===== src/hdl/vf4_pkg.sv =====
// shared constants and types for the vollath f4 focus measure
package vf4_pkg;

   localparam int MAX_WIDTH  = 64;
   localparam int MAX_HEIGHT = 1024;

   localparam int CSR_W   = 7;
   localparam int PIXEL_W = 8;
   localparam int SCORE_W = 33;
   localparam int SUM_W   = 34;
   localparam int PROD_W  = 2 * PIXEL_W;
   localparam int ADDR_W  = (MAX_WIDTH > 1) ? $clog2(MAX_WIDTH) : 1;
   localparam int COL_W   = $clog2(MAX_WIDTH + 1);
   localparam int ROW_W   = $clog2(MAX_HEIGHT + 1);
   localparam int ENTRY_W = 2 * PIXEL_W;

   localparam logic [CSR_W-1:0] ROW_WIDTH_RESET = CSR_W'(16);

   // item held in the input stage, ready for the accumulate step
   typedef struct packed {
      logic [PIXEL_W-1:0] pixel;
      logic               last;
      logic [ADDR_W-1:0]  addr;
      logic               lag1;
      logic               lag2;
      logic               wr;
      logic               too_tall;
   } vf4_stage_type;

   // values read back from the row stores for the held item
   typedef struct packed {
      logic [PIXEL_W-1:0] prev;
      logic [PIXEL_W-1:0] prev_prev;
   } vf4_rows_type;

endpackage


===== src/hdl/vf4_req_if.sv =====
// pixel input channel
interface vf4_req_if
   import vf4_pkg::*;
();
   logic               valid;
   logic               ready;
   logic [PIXEL_W-1:0] pixel;
   logic               last;

   modport source (output valid, output pixel, output last, input ready);
   modport sink (input valid, input pixel, input last, output ready);
endinterface


===== src/hdl/vf4_rsp_if.sv =====
// focus score result channel
interface vf4_rsp_if
   import vf4_pkg::*;
();
   logic                      valid;
   logic                      ready;
   logic signed [SCORE_W-1:0] focus_score;
   logic                      too_tall;

   modport source (output valid, output focus_score, output too_tall, input ready);
   modport sink (input valid, input focus_score, input too_tall, output ready);
endinterface


===== src/hdl/vollath_f4_focus_measure.sv =====
// Vollath F4 focus measure over a streamed 8-bit grayscale window.
//
// req_chan carries one pixel per item in row-major order, with last set on
// the final pixel of the window. rsp_chan carries one result per window:
// the 33-bit signed score (lag-one products minus lag-two products) and
// too_tall, set when the window ran past MAX_HEIGHT rows; only the first
// MAX_HEIGHT rows count then. csr_wr_en/csr_wr_data write the row width
// (0 acts as 1, values past MAX_WIDTH as MAX_WIDTH); write it only while idle.
//
// Throughput is one pixel per clock. A pixel is accepted into the input
// stage, where the row store read is registered; when it leaves that stage
// its products are added into the accumulator and the row stores are updated.
// The result register driving rsp_chan loads as the last pixel is consumed.
// Reset clears counters, sum and error flag and sets the width to 16; the
// row stores are not cleared, as every entry is written before it is used.
// When the receiver stalls, the result waits in its register and pixels keep
// flowing; req_chan.ready drops only while a last pixel waits behind a
// result not yet taken.
module vollath_f4_focus_measure
   import vf4_pkg::*;
(
   input  logic             clock,
   input  logic             reset,
   vf4_req_if.sink          req_chan,
   vf4_rsp_if.source        rsp_chan,
   input  logic             csr_wr_en,
   input  logic [CSR_W-1:0] csr_wr_data
);

   logic              accept;
   logic              consume;
   logic [ADDR_W-1:0] rd_addr;
   logic              s1_valid;
   vf4_stage_type     s1;
   vf4_rows_type      rows;

   vf4_ctrl u_ctrl (
      .clock       (clock),
      .reset       (reset),
      .req_chan    (req_chan),
      .csr_wr_en   (csr_wr_en),
      .csr_wr_data (csr_wr_data),
      .consume     (consume),
      .accept      (accept),
      .rd_addr     (rd_addr),
      .s1_valid    (s1_valid),
      .s1          (s1)
   );

   vf4_store u_store (
      .clock   (clock),
      .reset   (reset),
      .accept  (accept),
      .rd_addr (rd_addr),
      .consume (consume),
      .s1      (s1),
      .rows    (rows)
   );

   vf4_acc u_acc (
      .clock    (clock),
      .reset    (reset),
      .s1_valid (s1_valid),
      .s1       (s1),
      .rows     (rows),
      .consume  (consume),
      .rsp_chan (rsp_chan)
   );

endmodule


===== src/hdl/vf4_ctrl.sv =====
// input stage: row width register, column and row counters, held item
module vf4_ctrl
   import vf4_pkg::*;
(
   input  logic              clock,
   input  logic              reset,
   vf4_req_if.sink           req_chan,
   input  logic              csr_wr_en,
   input  logic [CSR_W-1:0]  csr_wr_data,
   input  logic              consume,
   output logic              accept,
   output logic [ADDR_W-1:0] rd_addr,
   output logic              s1_valid,
   output vf4_stage_type     s1
);

   logic [CSR_W-1:0] row_width_ff, row_width_in;
   logic [COL_W-1:0] column_index_ff, column_index_in;
   logic [ROW_W-1:0] row_index_ff, row_index_in;
   logic             overflow_seen_ff, overflow_seen_in;
   logic             s1_valid_ff, s1_valid_in;
   vf4_stage_type    s1_ff, s1_in;

   logic [COL_W-1:0] width_eff;
   logic [COL_W-1:0] col_next;
   logic             row_ovf;

   assign req_chan.ready = !s1_valid_ff || consume;
   assign accept         = req_chan.valid && req_chan.ready;
   assign s1_valid       = s1_valid_ff;
   assign s1             = s1_ff;

   // zero acts as one, anything past the store depth as the full depth
   always_comb begin
      if (row_width_ff == '0) begin
         width_eff = COL_W'(1);
      end else if (COL_W'(row_width_ff) > COL_W'(MAX_WIDTH)) begin
         width_eff = COL_W'(MAX_WIDTH);
      end else begin
         width_eff = COL_W'(row_width_ff);
      end
   end

   always_comb begin
      if (column_index_ff >= COL_W'(MAX_WIDTH)) begin
         rd_addr = ADDR_W'(MAX_WIDTH - 1);
      end else begin
         rd_addr = column_index_ff[ADDR_W-1:0];
      end
   end

   assign row_ovf  = row_index_ff >= ROW_W'(MAX_HEIGHT);
   assign col_next = column_index_ff + COL_W'(1);

   always_comb begin
      row_width_in     = csr_wr_en ? csr_wr_data : row_width_ff;
      column_index_in  = column_index_ff;
      row_index_in     = row_index_ff;
      overflow_seen_in = overflow_seen_ff;
      s1_in            = s1_ff;
      s1_valid_in      = s1_valid_ff;
      if (consume) begin
         s1_valid_in = 1'b0;
      end
      if (accept) begin
         s1_valid_in       = 1'b1;
         s1_in.pixel       = req_chan.pixel;
         s1_in.last        = req_chan.last;
         s1_in.addr        = rd_addr;
         s1_in.lag1        = !row_ovf && (row_index_ff >= ROW_W'(1));
         s1_in.lag2        = !row_ovf && (row_index_ff >= ROW_W'(2));
         s1_in.wr          = !row_ovf;
         s1_in.too_tall    = overflow_seen_ff || row_ovf;
         if (col_next >= width_eff) begin
            column_index_in = '0;
            if (!row_ovf) begin
               row_index_in = row_index_ff + ROW_W'(1);
            end
         end else begin
            column_index_in = col_next;
         end
         if (req_chan.last) begin
            column_index_in  = '0;
            row_index_in     = '0;
            overflow_seen_in = 1'b0;
         end else begin
            overflow_seen_in = overflow_seen_ff || row_ovf;
         end
      end
   end

   always_ff @(posedge clock) begin
      if (reset) begin
         row_width_ff     <= ROW_WIDTH_RESET;
         column_index_ff  <= '0;
         row_index_ff     <= '0;
         overflow_seen_ff <= 1'b0;
         s1_valid_ff      <= 1'b0;
      end else begin
         row_width_ff     <= row_width_in;
         column_index_ff  <= column_index_in;
         row_index_ff     <= row_index_in;
         overflow_seen_ff <= overflow_seen_in;
         s1_valid_ff      <= s1_valid_in;
      end
   end

   always_ff @(posedge clock) begin
      s1_ff <= s1_in;
   end

   a_col_in_range: assert property (@(posedge clock) disable iff (reset)
      column_index_ff < COL_W'(MAX_WIDTH))
      else $error("column index beyond row store depth");

   a_row_in_range: assert property (@(posedge clock) disable iff (reset)
      row_index_ff <= ROW_W'(MAX_HEIGHT))
      else $error("row index beyond height limit");

   a_held_item_kept: assert property (@(posedge clock) disable iff (reset)
      s1_valid_ff && !consume |=> s1_valid_ff && $stable(s1_ff))
      else $error("held item lost or changed while not consumed");

endmodule


===== src/hdl/vf4_store.sv =====
// two row stores packed in one memory, with forwarding of the write in flight
module vf4_store
   import vf4_pkg::*;
(
   input  logic              clock,
   input  logic              reset,
   input  logic              accept,
   input  logic [ADDR_W-1:0] rd_addr,
   input  logic              consume,
   input  vf4_stage_type     s1,
   output vf4_rows_type      rows
);

   // entry holds {two rows above, one row above}
   logic [ENTRY_W-1:0] mem [MAX_WIDTH];
   logic [ENTRY_W-1:0] rd_data_ff;
   logic [ENTRY_W-1:0] byp_data_ff, byp_data_in;
   logic               hit_ff, hit_in;
   logic [ENTRY_W-1:0] cur_entry;
   logic [ENTRY_W-1:0] wr_data;
   logic               wr_en;

   assign cur_entry      = hit_ff ? byp_data_ff : rd_data_ff;
   assign rows.prev      = cur_entry[PIXEL_W-1:0];
   assign rows.prev_prev = cur_entry[ENTRY_W-1:PIXEL_W];

   assign wr_en   = consume && s1.wr;
   assign wr_data = {cur_entry[PIXEL_W-1:0], s1.pixel};

   // a read issued on the same edge as a write to that column sees old data
   always_comb begin
      hit_in      = hit_ff;
      byp_data_in = byp_data_ff;
      if (accept) begin
         hit_in      = wr_en && (s1.addr == rd_addr);
         byp_data_in = wr_data;
      end
   end

   always_ff @(posedge clock) begin
      if (wr_en) begin
         mem[s1.addr] <= wr_data;
      end
      if (accept) begin
         rd_data_ff <= mem[rd_addr];
      end
   end

   always_ff @(posedge clock) begin
      if (reset) begin
         hit_ff <= 1'b0;
      end else begin
         hit_ff <= hit_in;
      end
   end

   always_ff @(posedge clock) begin
      byp_data_ff <= byp_data_in;
   end

endmodule


===== src/hdl/vf4_acc.sv =====
// product terms, score accumulator and result register
module vf4_acc
   import vf4_pkg::*;
(
   input  logic          clock,
   input  logic          reset,
   input  logic          s1_valid,
   input  vf4_stage_type s1,
   input  vf4_rows_type  rows,
   output logic          consume,
   vf4_rsp_if.source     rsp_chan
);

   logic signed [SUM_W-1:0]   score_sum_ff, score_sum_in;
   logic signed [SUM_W-1:0]   sum_next;
   logic signed [SCORE_W-1:0] focus_score_ff, focus_score_in;
   logic                      too_tall_ff, too_tall_in;
   logic                      rsp_valid_ff, rsp_valid_in;
   logic [PROD_W-1:0]         prod1, prod2;
   logic signed [PROD_W+1:0]  term;

   assign consume = s1_valid && (!s1.last || !rsp_valid_ff || rsp_chan.ready);

   assign prod1 = s1.lag1 ? (PROD_W'(s1.pixel) * PROD_W'(rows.prev)) : '0;
   assign prod2 = s1.lag2 ? (PROD_W'(s1.pixel) * PROD_W'(rows.prev_prev)) : '0;
   assign term  = $signed({2'b00, prod1}) - $signed({2'b00, prod2});
   assign sum_next = score_sum_ff + SUM_W'(term);

   assign rsp_chan.valid       = rsp_valid_ff;
   assign rsp_chan.focus_score = focus_score_ff;
   assign rsp_chan.too_tall    = too_tall_ff;

   always_comb begin
      score_sum_in   = score_sum_ff;
      focus_score_in = focus_score_ff;
      too_tall_in    = too_tall_ff;
      rsp_valid_in   = rsp_valid_ff && !rsp_chan.ready;
      if (consume) begin
         score_sum_in = sum_next;
         if (s1.last) begin
            score_sum_in   = '0;
            focus_score_in = sum_next[SCORE_W-1:0];
            too_tall_in    = s1.too_tall;
            rsp_valid_in   = 1'b1;
         end
      end
   end

   always_ff @(posedge clock) begin
      if (reset) begin
         score_sum_ff <= '0;
         rsp_valid_ff <= 1'b0;
      end else begin
         score_sum_ff <= score_sum_in;
         rsp_valid_ff <= rsp_valid_in;
      end
   end

   always_ff @(posedge clock) begin
      focus_score_ff <= focus_score_in;
      too_tall_ff    <= too_tall_in;
   end

   a_last_gives_result: assert property (@(posedge clock) disable iff (reset)
      consume && s1.last |=> rsp_valid_ff && score_sum_ff == '0)
      else $error("last item did not load a result and clear the sum");

   a_no_overwrite: assert property (@(posedge clock) disable iff (reset)
      consume && s1.last |-> !rsp_valid_ff || rsp_chan.ready)
      else $error("result overwritten before it was taken");

endmodule


===== src/flat_wrapper.sv =====
// flat-port wrapper written by rule: the top's interface ports become plain ports
module vollath_f4_focus_measure_flat import vf4_pkg::*;
  (clock, reset, csr_wr_en, csr_wr_data, req_chan_valid, req_chan_pixel, req_chan_last, req_chan_ready, rsp_chan_valid, rsp_chan_focus_score, rsp_chan_too_tall, rsp_chan_ready);
  vf4_req_if req_chan_i ();
  vf4_rsp_if rsp_chan_i ();
  input  logic clock;
  input  logic reset;
  input  logic csr_wr_en;
  input  logic [CSR_W-1:0] csr_wr_data;
  input wire logic [$bits(req_chan_i.valid)-1:0] req_chan_valid;
  input wire logic [$bits(req_chan_i.pixel)-1:0] req_chan_pixel;
  input wire logic [$bits(req_chan_i.last)-1:0] req_chan_last;
  output wire logic [$bits(req_chan_i.ready)-1:0] req_chan_ready;
  output wire logic [$bits(rsp_chan_i.valid)-1:0] rsp_chan_valid;
  output wire logic [$bits(rsp_chan_i.focus_score)-1:0] rsp_chan_focus_score;
  output wire logic [$bits(rsp_chan_i.too_tall)-1:0] rsp_chan_too_tall;
  input wire logic [$bits(rsp_chan_i.ready)-1:0] rsp_chan_ready;
  assign req_chan_i.valid = req_chan_valid;
  assign req_chan_i.pixel = req_chan_pixel;
  assign req_chan_i.last = req_chan_last;
  assign req_chan_ready = req_chan_i.ready;
  assign rsp_chan_valid = rsp_chan_i.valid;
  assign rsp_chan_focus_score = rsp_chan_i.focus_score;
  assign rsp_chan_too_tall = rsp_chan_i.too_tall;
  assign rsp_chan_i.ready = rsp_chan_ready;
  vollath_f4_focus_measure u_core (.clock(clock), .reset(reset), .req_chan(req_chan_i), .rsp_chan(rsp_chan_i), .csr_wr_en(csr_wr_en), .csr_wr_data(csr_wr_data));
endmodule

===== config.mk =====
export PLATFORM = sky130hd
export DESIGN_NAME = vollath_f4_focus_measure_flat
export DESIGN_NICKNAME = d
export VERILOG_FILES = /design/src/hdl/vf4_pkg.sv /design/src/hdl/vf4_req_if.sv /design/src/hdl/vf4_rsp_if.sv /design/src/hdl/vollath_f4_focus_measure.sv /design/src/hdl/vf4_ctrl.sv /design/src/hdl/vf4_store.sv /design/src/hdl/vf4_acc.sv /design/src/flat_wrapper.sv
export SDC_FILE = /design/constraint.sdc
export NUM_CORES = 2
export LEC_CHECK = 0
export BUFFER_PORTS_ARGS = -buffer_cell sky130_fd_sc_hd__buf_2
export CORE_ASPECT_RATIO = 1.75
export CORE_MARGIN = 2
export CORE_UTILIZATION = 63
export DETAILED_ROUTE_END_ITERATION = 6
export GPL_TIMING_DRIVEN = 0
export PLACE_DENSITY = 0.9
export SYNTH_ARGS = -nofsm -noshare
export SYNTH_HDL_FRONTEND = slang
export SYNTH_HIERARCHICAL = 1
export SYNTH_SLANG_ARGS = --single-unit

===== constraint.sdc =====
create_clock -name clock -period 11.8 [get_ports clock]
set_clock_uncertainty 0.1 [all_clocks]
set_input_delay 0.59 -clock clock [delete_from_list [all_inputs] [get_ports clock]]
set_output_delay 0.59 -clock clock [all_outputs]
set_load 0.02 [all_outputs]

# Word level (Yosys, flattened, before mapping)
# Memory sizes are Yosys's and may differ from the RTL's. A register that Yosys moved wholly into a read port is not among the register bits.
# Cells that the tools add are included.
[classes] n_addsub=4 multipliers=2 n_lt_le_gt_ge=6 eq_ne=2 mux=19 reduce_logical=21
[op_table] cell="two-way mux 16 bit" count=3
[op_table] cell="adder 34 x 17 -> 34 bit" count=1
[op_table] cell="two-way mux 34 bit" count=1
[op_table] cell="two-way mux 11 bit" count=3
[op_table] cell="multiplier 8 x 8 -> 16 bit" count=2
[op_table] cell="two-way mux 7 bit" count=4
[op_table] cell="subtractor 16 x 16 -> 17 bit" count=1
[op_table] cell="adder 11 x 1 -> 11 bit (second input constant)" count=1
[op_table] cell="greater-or-equal comparator 11 x 1 -> 1 bit (second input constant)" count=1
[op_table] cell="greater-or-equal comparator 11 bit (second input constant)" count=1
[op_table] cell="greater-or-equal comparator 11 x 2 -> 1 bit (second input constant)" count=1
[op_table] cell="adder 7 x 1 -> 7 bit (second input constant)" count=1
[op_table] cell="greater-or-equal comparator 7 bit" count=1
[op_table] cell="greater-or-equal comparator 7 bit (second input constant)" count=1
[op_table] cell="> comparator 7 bit (second input constant)" count=1
[op_table] cell="logical AND 1 bit" count=7
[op_table] cell="logical NOT 7 bit" count=1
[op_table] cell="two-way mux 1 bit" count=7
[op_table] cell="equality test 6 bit" count=1
[op_table] cell="two-way mux 6 bit" count=1
[op_table] cell="logical NOT 1 bit" count=5
[op_table] cell="logical OR 1 bit" count=4
[op_table] cell="nonzero test 2 bit" count=2
[op_table] cell="AND reduction 3 bit" count=1
[op_table] cell="2 further kinds" count=2
[word_totals] ff_bits=132 ram_bits=1024 inputBits=21 out_inout_bits=36 wordCells=73 memories=1
[mem_list] memory="u_core.u_store.mem" depth=64 width=16 read_ports=1 rd_ports_with_merged_regs=1 wr=1 line="vf4_store.sv:15" rtl="logic [ENTRY_W-1:0] mem [MAX_WIDTH];"

# Depth between registers and ports, before layout
[logic_depth] word_depth=7 depth_mapped=39 depth_no_buf=36

# Cells and area by module
# The synthesis kept the hierarchy.
[by_module_without_submodules] mod="vf4_store" instances=1 cells_each=1888 area_per_inst_um2=41140.7 seq_area_each_um2=31730.4
[by_module_without_submodules] mod="vf4_acc" instances=1 cells_each=994 area_per_inst_um2=8811.0 seq_area_each_um2=1701.6
[by_module_without_submodules] mod="vf4_ctrl" instances=1 cells_each=206 area_per_inst_um2=2114.5 seq_area_each_um2=1111.1

# Worst setup path after synthesis
# OpenSTA, ideal clock, no wires.
[synth_path] path_type="register to register" start="register u_core.u_store.hit_ff" end="register u_core.u_acc.focus_score_ff[32], in the netlist u_core/u_acc/rsp_chan.focus_score[32] (data pin)" setup_ns=0.262 arrival_ns=8.617 required_time_ns=11.438 setup_slack_ns=2.821 stages_incl_launch_ff=34 path_buffers=3 period_less_slack_ns=8.979 cell_sequence="dfxtp_1 clkbuf_1 buf_1 mux2_2 nand2_1 fa_1 fa_1 inv_1 fa_1 inv_1 fa_1 inv_1 ha_1 a21oi_1 o21bai_1 a21oi_1 inv_1 a21oi_1 xnor2_1 and2_1 ha_1 a21oi_1 o21ai_0 a41o_1 a221oi_2 ha_1 clkbuf_1 nand4_1 or3_1 o21ai_1 nor4_1 o31ai_1 xnor2_1 xnor2_1"
[synth_lines] item="from (decl)" line="vf4_store.sv:18" rtl="logic hit_ff, hit_in;"
[synth_lines] item="from (signal assigned)" line="vf4_store.sv:53" rtl="hit_ff <= hit_in;"
[synth_lines] item="to (signal assigned)" line="vf4_acc.sv:60" rtl="focus_score_ff <= focus_score_in;"
[synth_lines] item="to (decl)" line="vf4_acc.sv:16" rtl="logic signed [SCORE_W-1:0] focus_score_ff, focus_score_in;"

==> run metrics <==
Ports 57; simple-gate share of the synthesized area 5.532%; final worst-path cycle share 95.99%; DIE AREA 85050 µm²; worst r2r src u_core/u_store/hit_ff$_SDFFE_PP0P_; Reg clk slew, reported paths 0.07 ns; Overall Global Routing Usage 36.07%; initial antenna violation count 15; xor/xnor cell area share of the yosys netlist 1.276%; hold endpoint u_core/u_ctrl/row_width_ff[6]$_SDFFE_PP0P_; Power, Total 11.88 mW; CP required between 10 and 15 ns; reg2reg end u_core/u_acc/rsp_chan.focus_score[32]$_DFFE_PP_; fill count 4385; NetSw roughly 4.0 mW; Seq/Total Area, Yosys ~66%; CP Capture Type register; GRT met3 Usage 12.10%; Reg power frac 41.0%; 1st-pass router iterations 7; CTS tree done; Buffers on Ports 55; relative slew slack -16.91%; clock sinks 1171; peak supply drop about 340 µV; CTS Root Cell clkbuf_16; f_max around 0.088 GHz; Placed Cells 4261; CP max FO 73; largest net degree at the start of global routing 74; Detail Route Antenna Nets 0; combinational power share 31.9%; clock share of power 27.1%; first-pass GRT wire length 219700 µm; synth top area cells edfxtp_1, mux4_2, ha_1; Finished Layout Cells 4459; Layout area overhead 11.90%; Synth top area share 63.96%; Crit Path Class register to register; routed len/inst 35.77 µm; Synth Flop Type edfxtp_1; fin util 71.12%; PwrDens 203.9 nW/µm²; synthesized cell area 52070 µm²; setup slack at placement 0.05711 ns; clk_lat worst skew 0.73 ns; Synthesized Nets 3314; Core ar. 81910 µm²; initial DRC count 5242; DRC 13; R2R depth 31; met1 global-route usage a little under two fifths; multiplexer area fraction after synthesis 12.07%; Initial Util 63.56%; reg2reg setup slack 0.47 ns; layout cells sized above 1 19.04%; Yosys cell types 77; Internal Pwr Total 7.910 mW; Via Count about 33000; nets roughly 3500; fraction of registers with async set/reset 0%; Adder-Cell Fraction of Synth Area 5.993%; Site Rows 139; crit-path most repeated cell fa_1; Warnings, synthesis 6; fin. max-slew vios 3; largest family of logic cells by synthesized area multiplexers; Leak Pwr 19.65 nW; vias in the first global route 32730; Most Crowded Layer GR met2; Post-synth EDFFs 1109; clock buffer depth 3; violated checks design-rule violations, max-capacitance violations, max-slew violations; Switching Share 33.40%; Final HPWL DP 92250 µm; Final setup viols 0; slowest CP cell mux2_4; H-Tree Depth 3; status complete, but fails checks; syn_area_per_cell about 17 µm²; CP Launch Type register; Worst path max stage delay 0.87 ns; TritonCTS buffer count 94; HP Start csr_wr_data[6]; routability congestion estimate 0.9507; post-synth top area cell edfxtp_1; grt ovf 0; Synth Area in Compound Gates 5.900%; Hold Crit Class primary input to register; Final Hold Fails 0; placed cell areas 54910 µm²; number of max-cap violations 2; post-route cell area 58260 µm²; post-route setup slack ~0.47 ns; WHS Path Cells 3; final WL 159500 µm; #FFs+latches synth 1171; via/cell ratio about 7.4; worst-margin pin slew between 1.5 and 2 ns; fin crit period 11.33 ns; Die Ht 384.3 µm; met2 Use GR 59.92%; critical path data arrival time about 12 ns; Syn Inst Count 3088; die span in x around 220 µm
[worst max-delay path by stage]
stage                                  startpoint                                              end  slack (ns)  cells past startpoint
6_report       u_core/u_store/hit_ff$_SDFFE_PP0P_  u_core/u_acc/rsp_chan.focus_score[32]$_DFFE_PP_        0.47                     31
5_1_grt        u_core/u_store/hit_ff$_SDFFE_PP0P_       u_core/u_acc/score_sum_ff[32]$_SDFFE_PP0P_       -0.26                     33
3_5_place_dp   u_core/u_store/hit_ff$_SDFFE_PP0P_  u_core/u_acc/rsp_chan.focus_score[32]$_DFFE_PP_        0.06                     31
3_3_place_gp       u_core/u_ctrl/s1[14]$_DFFE_PP_  u_core/u_acc/rsp_chan.focus_score[32]$_DFFE_PP_        0.31                     29
2_1_floorplan  u_core/u_store/hit_ff$_SDFFE_PP0P_  u_core/u_acc/rsp_chan.focus_score[32]$_DFFE_PP_        2.82                     33
4_1_cts        u_core/u_store/hit_ff$_SDFFE_PP0P_  u_core/u_acc/rsp_chan.focus_score[32]$_DFFE_PP_        0.34                     31
[power groups by stage]
stage | Sequential, mW | Clock [mW] | Combinational [mW]
floorplan | 5.02 | 0 | 2.68
global placement | 4.98 | 0 | 3.46
detailed placement | 4.96 | 0 | 3.61
CTS | 4.87 | 3.21 | 3.65
global route | 4.88 | 3.35 | 4.11
finish | 4.87 | 3.22 | 3.79
[kinds of logic (layout without fill, tap and decap cells)]
family,Yosys count,in the layout
xor+xnor,75,75
other cells,0,10
compound gates,412,412
mux,361,361
buf+inv,290,594
flops,1171,1171
fa+ha+maj,205,205
simple gates,574,574
[routing by layer]
layer / share of wire, % / up-vias
met3: 13 / 1078
met4: 11 / 10
met2: 48 / 3357
met1: 28 / 15940
li1: - / 12530
met5: 0.037 / -
[synthesized netlist by cell type, types with 32 or more instances]
cell type / number
dfxtp_1: 62
nand3_1: 32
nand2_1: 113
edfxtp_1: 1109
mux2i_1: 131
inv_1: 141
xor2_1: 32
ha_1: 131
buf_2: 38
and2_1: 122
a221oi_1: 32
clkbuf_1: 67
mux4_2: 173
nor2_1: 171
a22oi_1: 74
a21oi_1: 90
o21ai_0: 39
xnor2_1: 42
nor2b_1: 33
fa_1: 74
[layout make-up]
cell class              count  area (µm²)  share of cell area, %
inverters                 142       533.0                 0.9149
clock inverters            62       625.6                  1.074
well taps                1057        1323                  2.270
flip-flops and latches   1171       34540                  59.29
diodes                     10       25.02                0.04295
clock buffers             109        2451                  4.207
multi-input cells        1627       16250                  27.90
repair buffers            133        1539                  2.642
plain buffers             148       968.4                  1.662
[sequential cells by signal (all words and copies together), names as in the netlist, 7 cells and up]
register,cells
u_core/u_acc/rsp_chan.focus_score,33
u_core/u_store/byp_data_ff,16
u_core/u_ctrl/column_index_ff,7
u_core/u_ctrl/s1,19
u_core/u_acc/score_sum_ff,33
u_core/u_store/rd_data_ff,16
u_core/u_store/mem,1024
u_core/u_ctrl/row_width_ff,7
u_core/u_ctrl/row_index_ff,11
[repair_timing]
item                                    in CTS  in global routing
endpoints found under the setup margin       2                  2
hold endpoints to repair                    13                  0
cloned                                       0                  0
hold buffers                                13                  0
resized for setup                            3                  2
setup buffers                                0                  0
[critical path, delay by kind of cell, from the launching register on]
family	cells	cell delay, ns
XOR/XNOR	2	0.36
multiplexers	1	0.87
flip-flops	1	0.33
buffers and inverters	8	2.33
AND/OR/NAND/NOR	4	1.55
adder cells (fa/ha/maj)	7	3.15
AO/OA/AOI/OAI	9	2.39
[through the flow]
stage	TNS [ns]	hold slack [ns]
floorplan	0	0.3003
global placement	0	0.3320
detailed placement	0	0.3417
CTS	0	0.001689
global route	-0.7619	0.06634
finish	0	0.03584
[cell usage in the layout (no fill, tap or decap), types with 17 or more instances in the layout]
cell type,instances
a211oi_1,21
a21oi_1,90
a221oi_1,32
a22o_1,22
a22oi_1,74
and2_1,122
and3_1,21
buf_2,93
buf_6,20
buf_8,39
clkbuf_1,80
clkbuf_16,96
clkinv_1,17
clkinv_2,18
dfxtp_1,62
edfxtp_1,1109
fa_1,74
ha_1,131
inv_1,140
mux2_2,20
mux2i_1,131
mux4_1,29
mux4_2,173
nand2_1,113
nand3_1,32
nand4_1,18
nor2_1,112
nor2_2,58
nor2b_1,33
o21ai_0,39
o21bai_1,18
xnor2_1,42
xor2_1,32
Note: power is estimated with default switching activity, not from simulation.
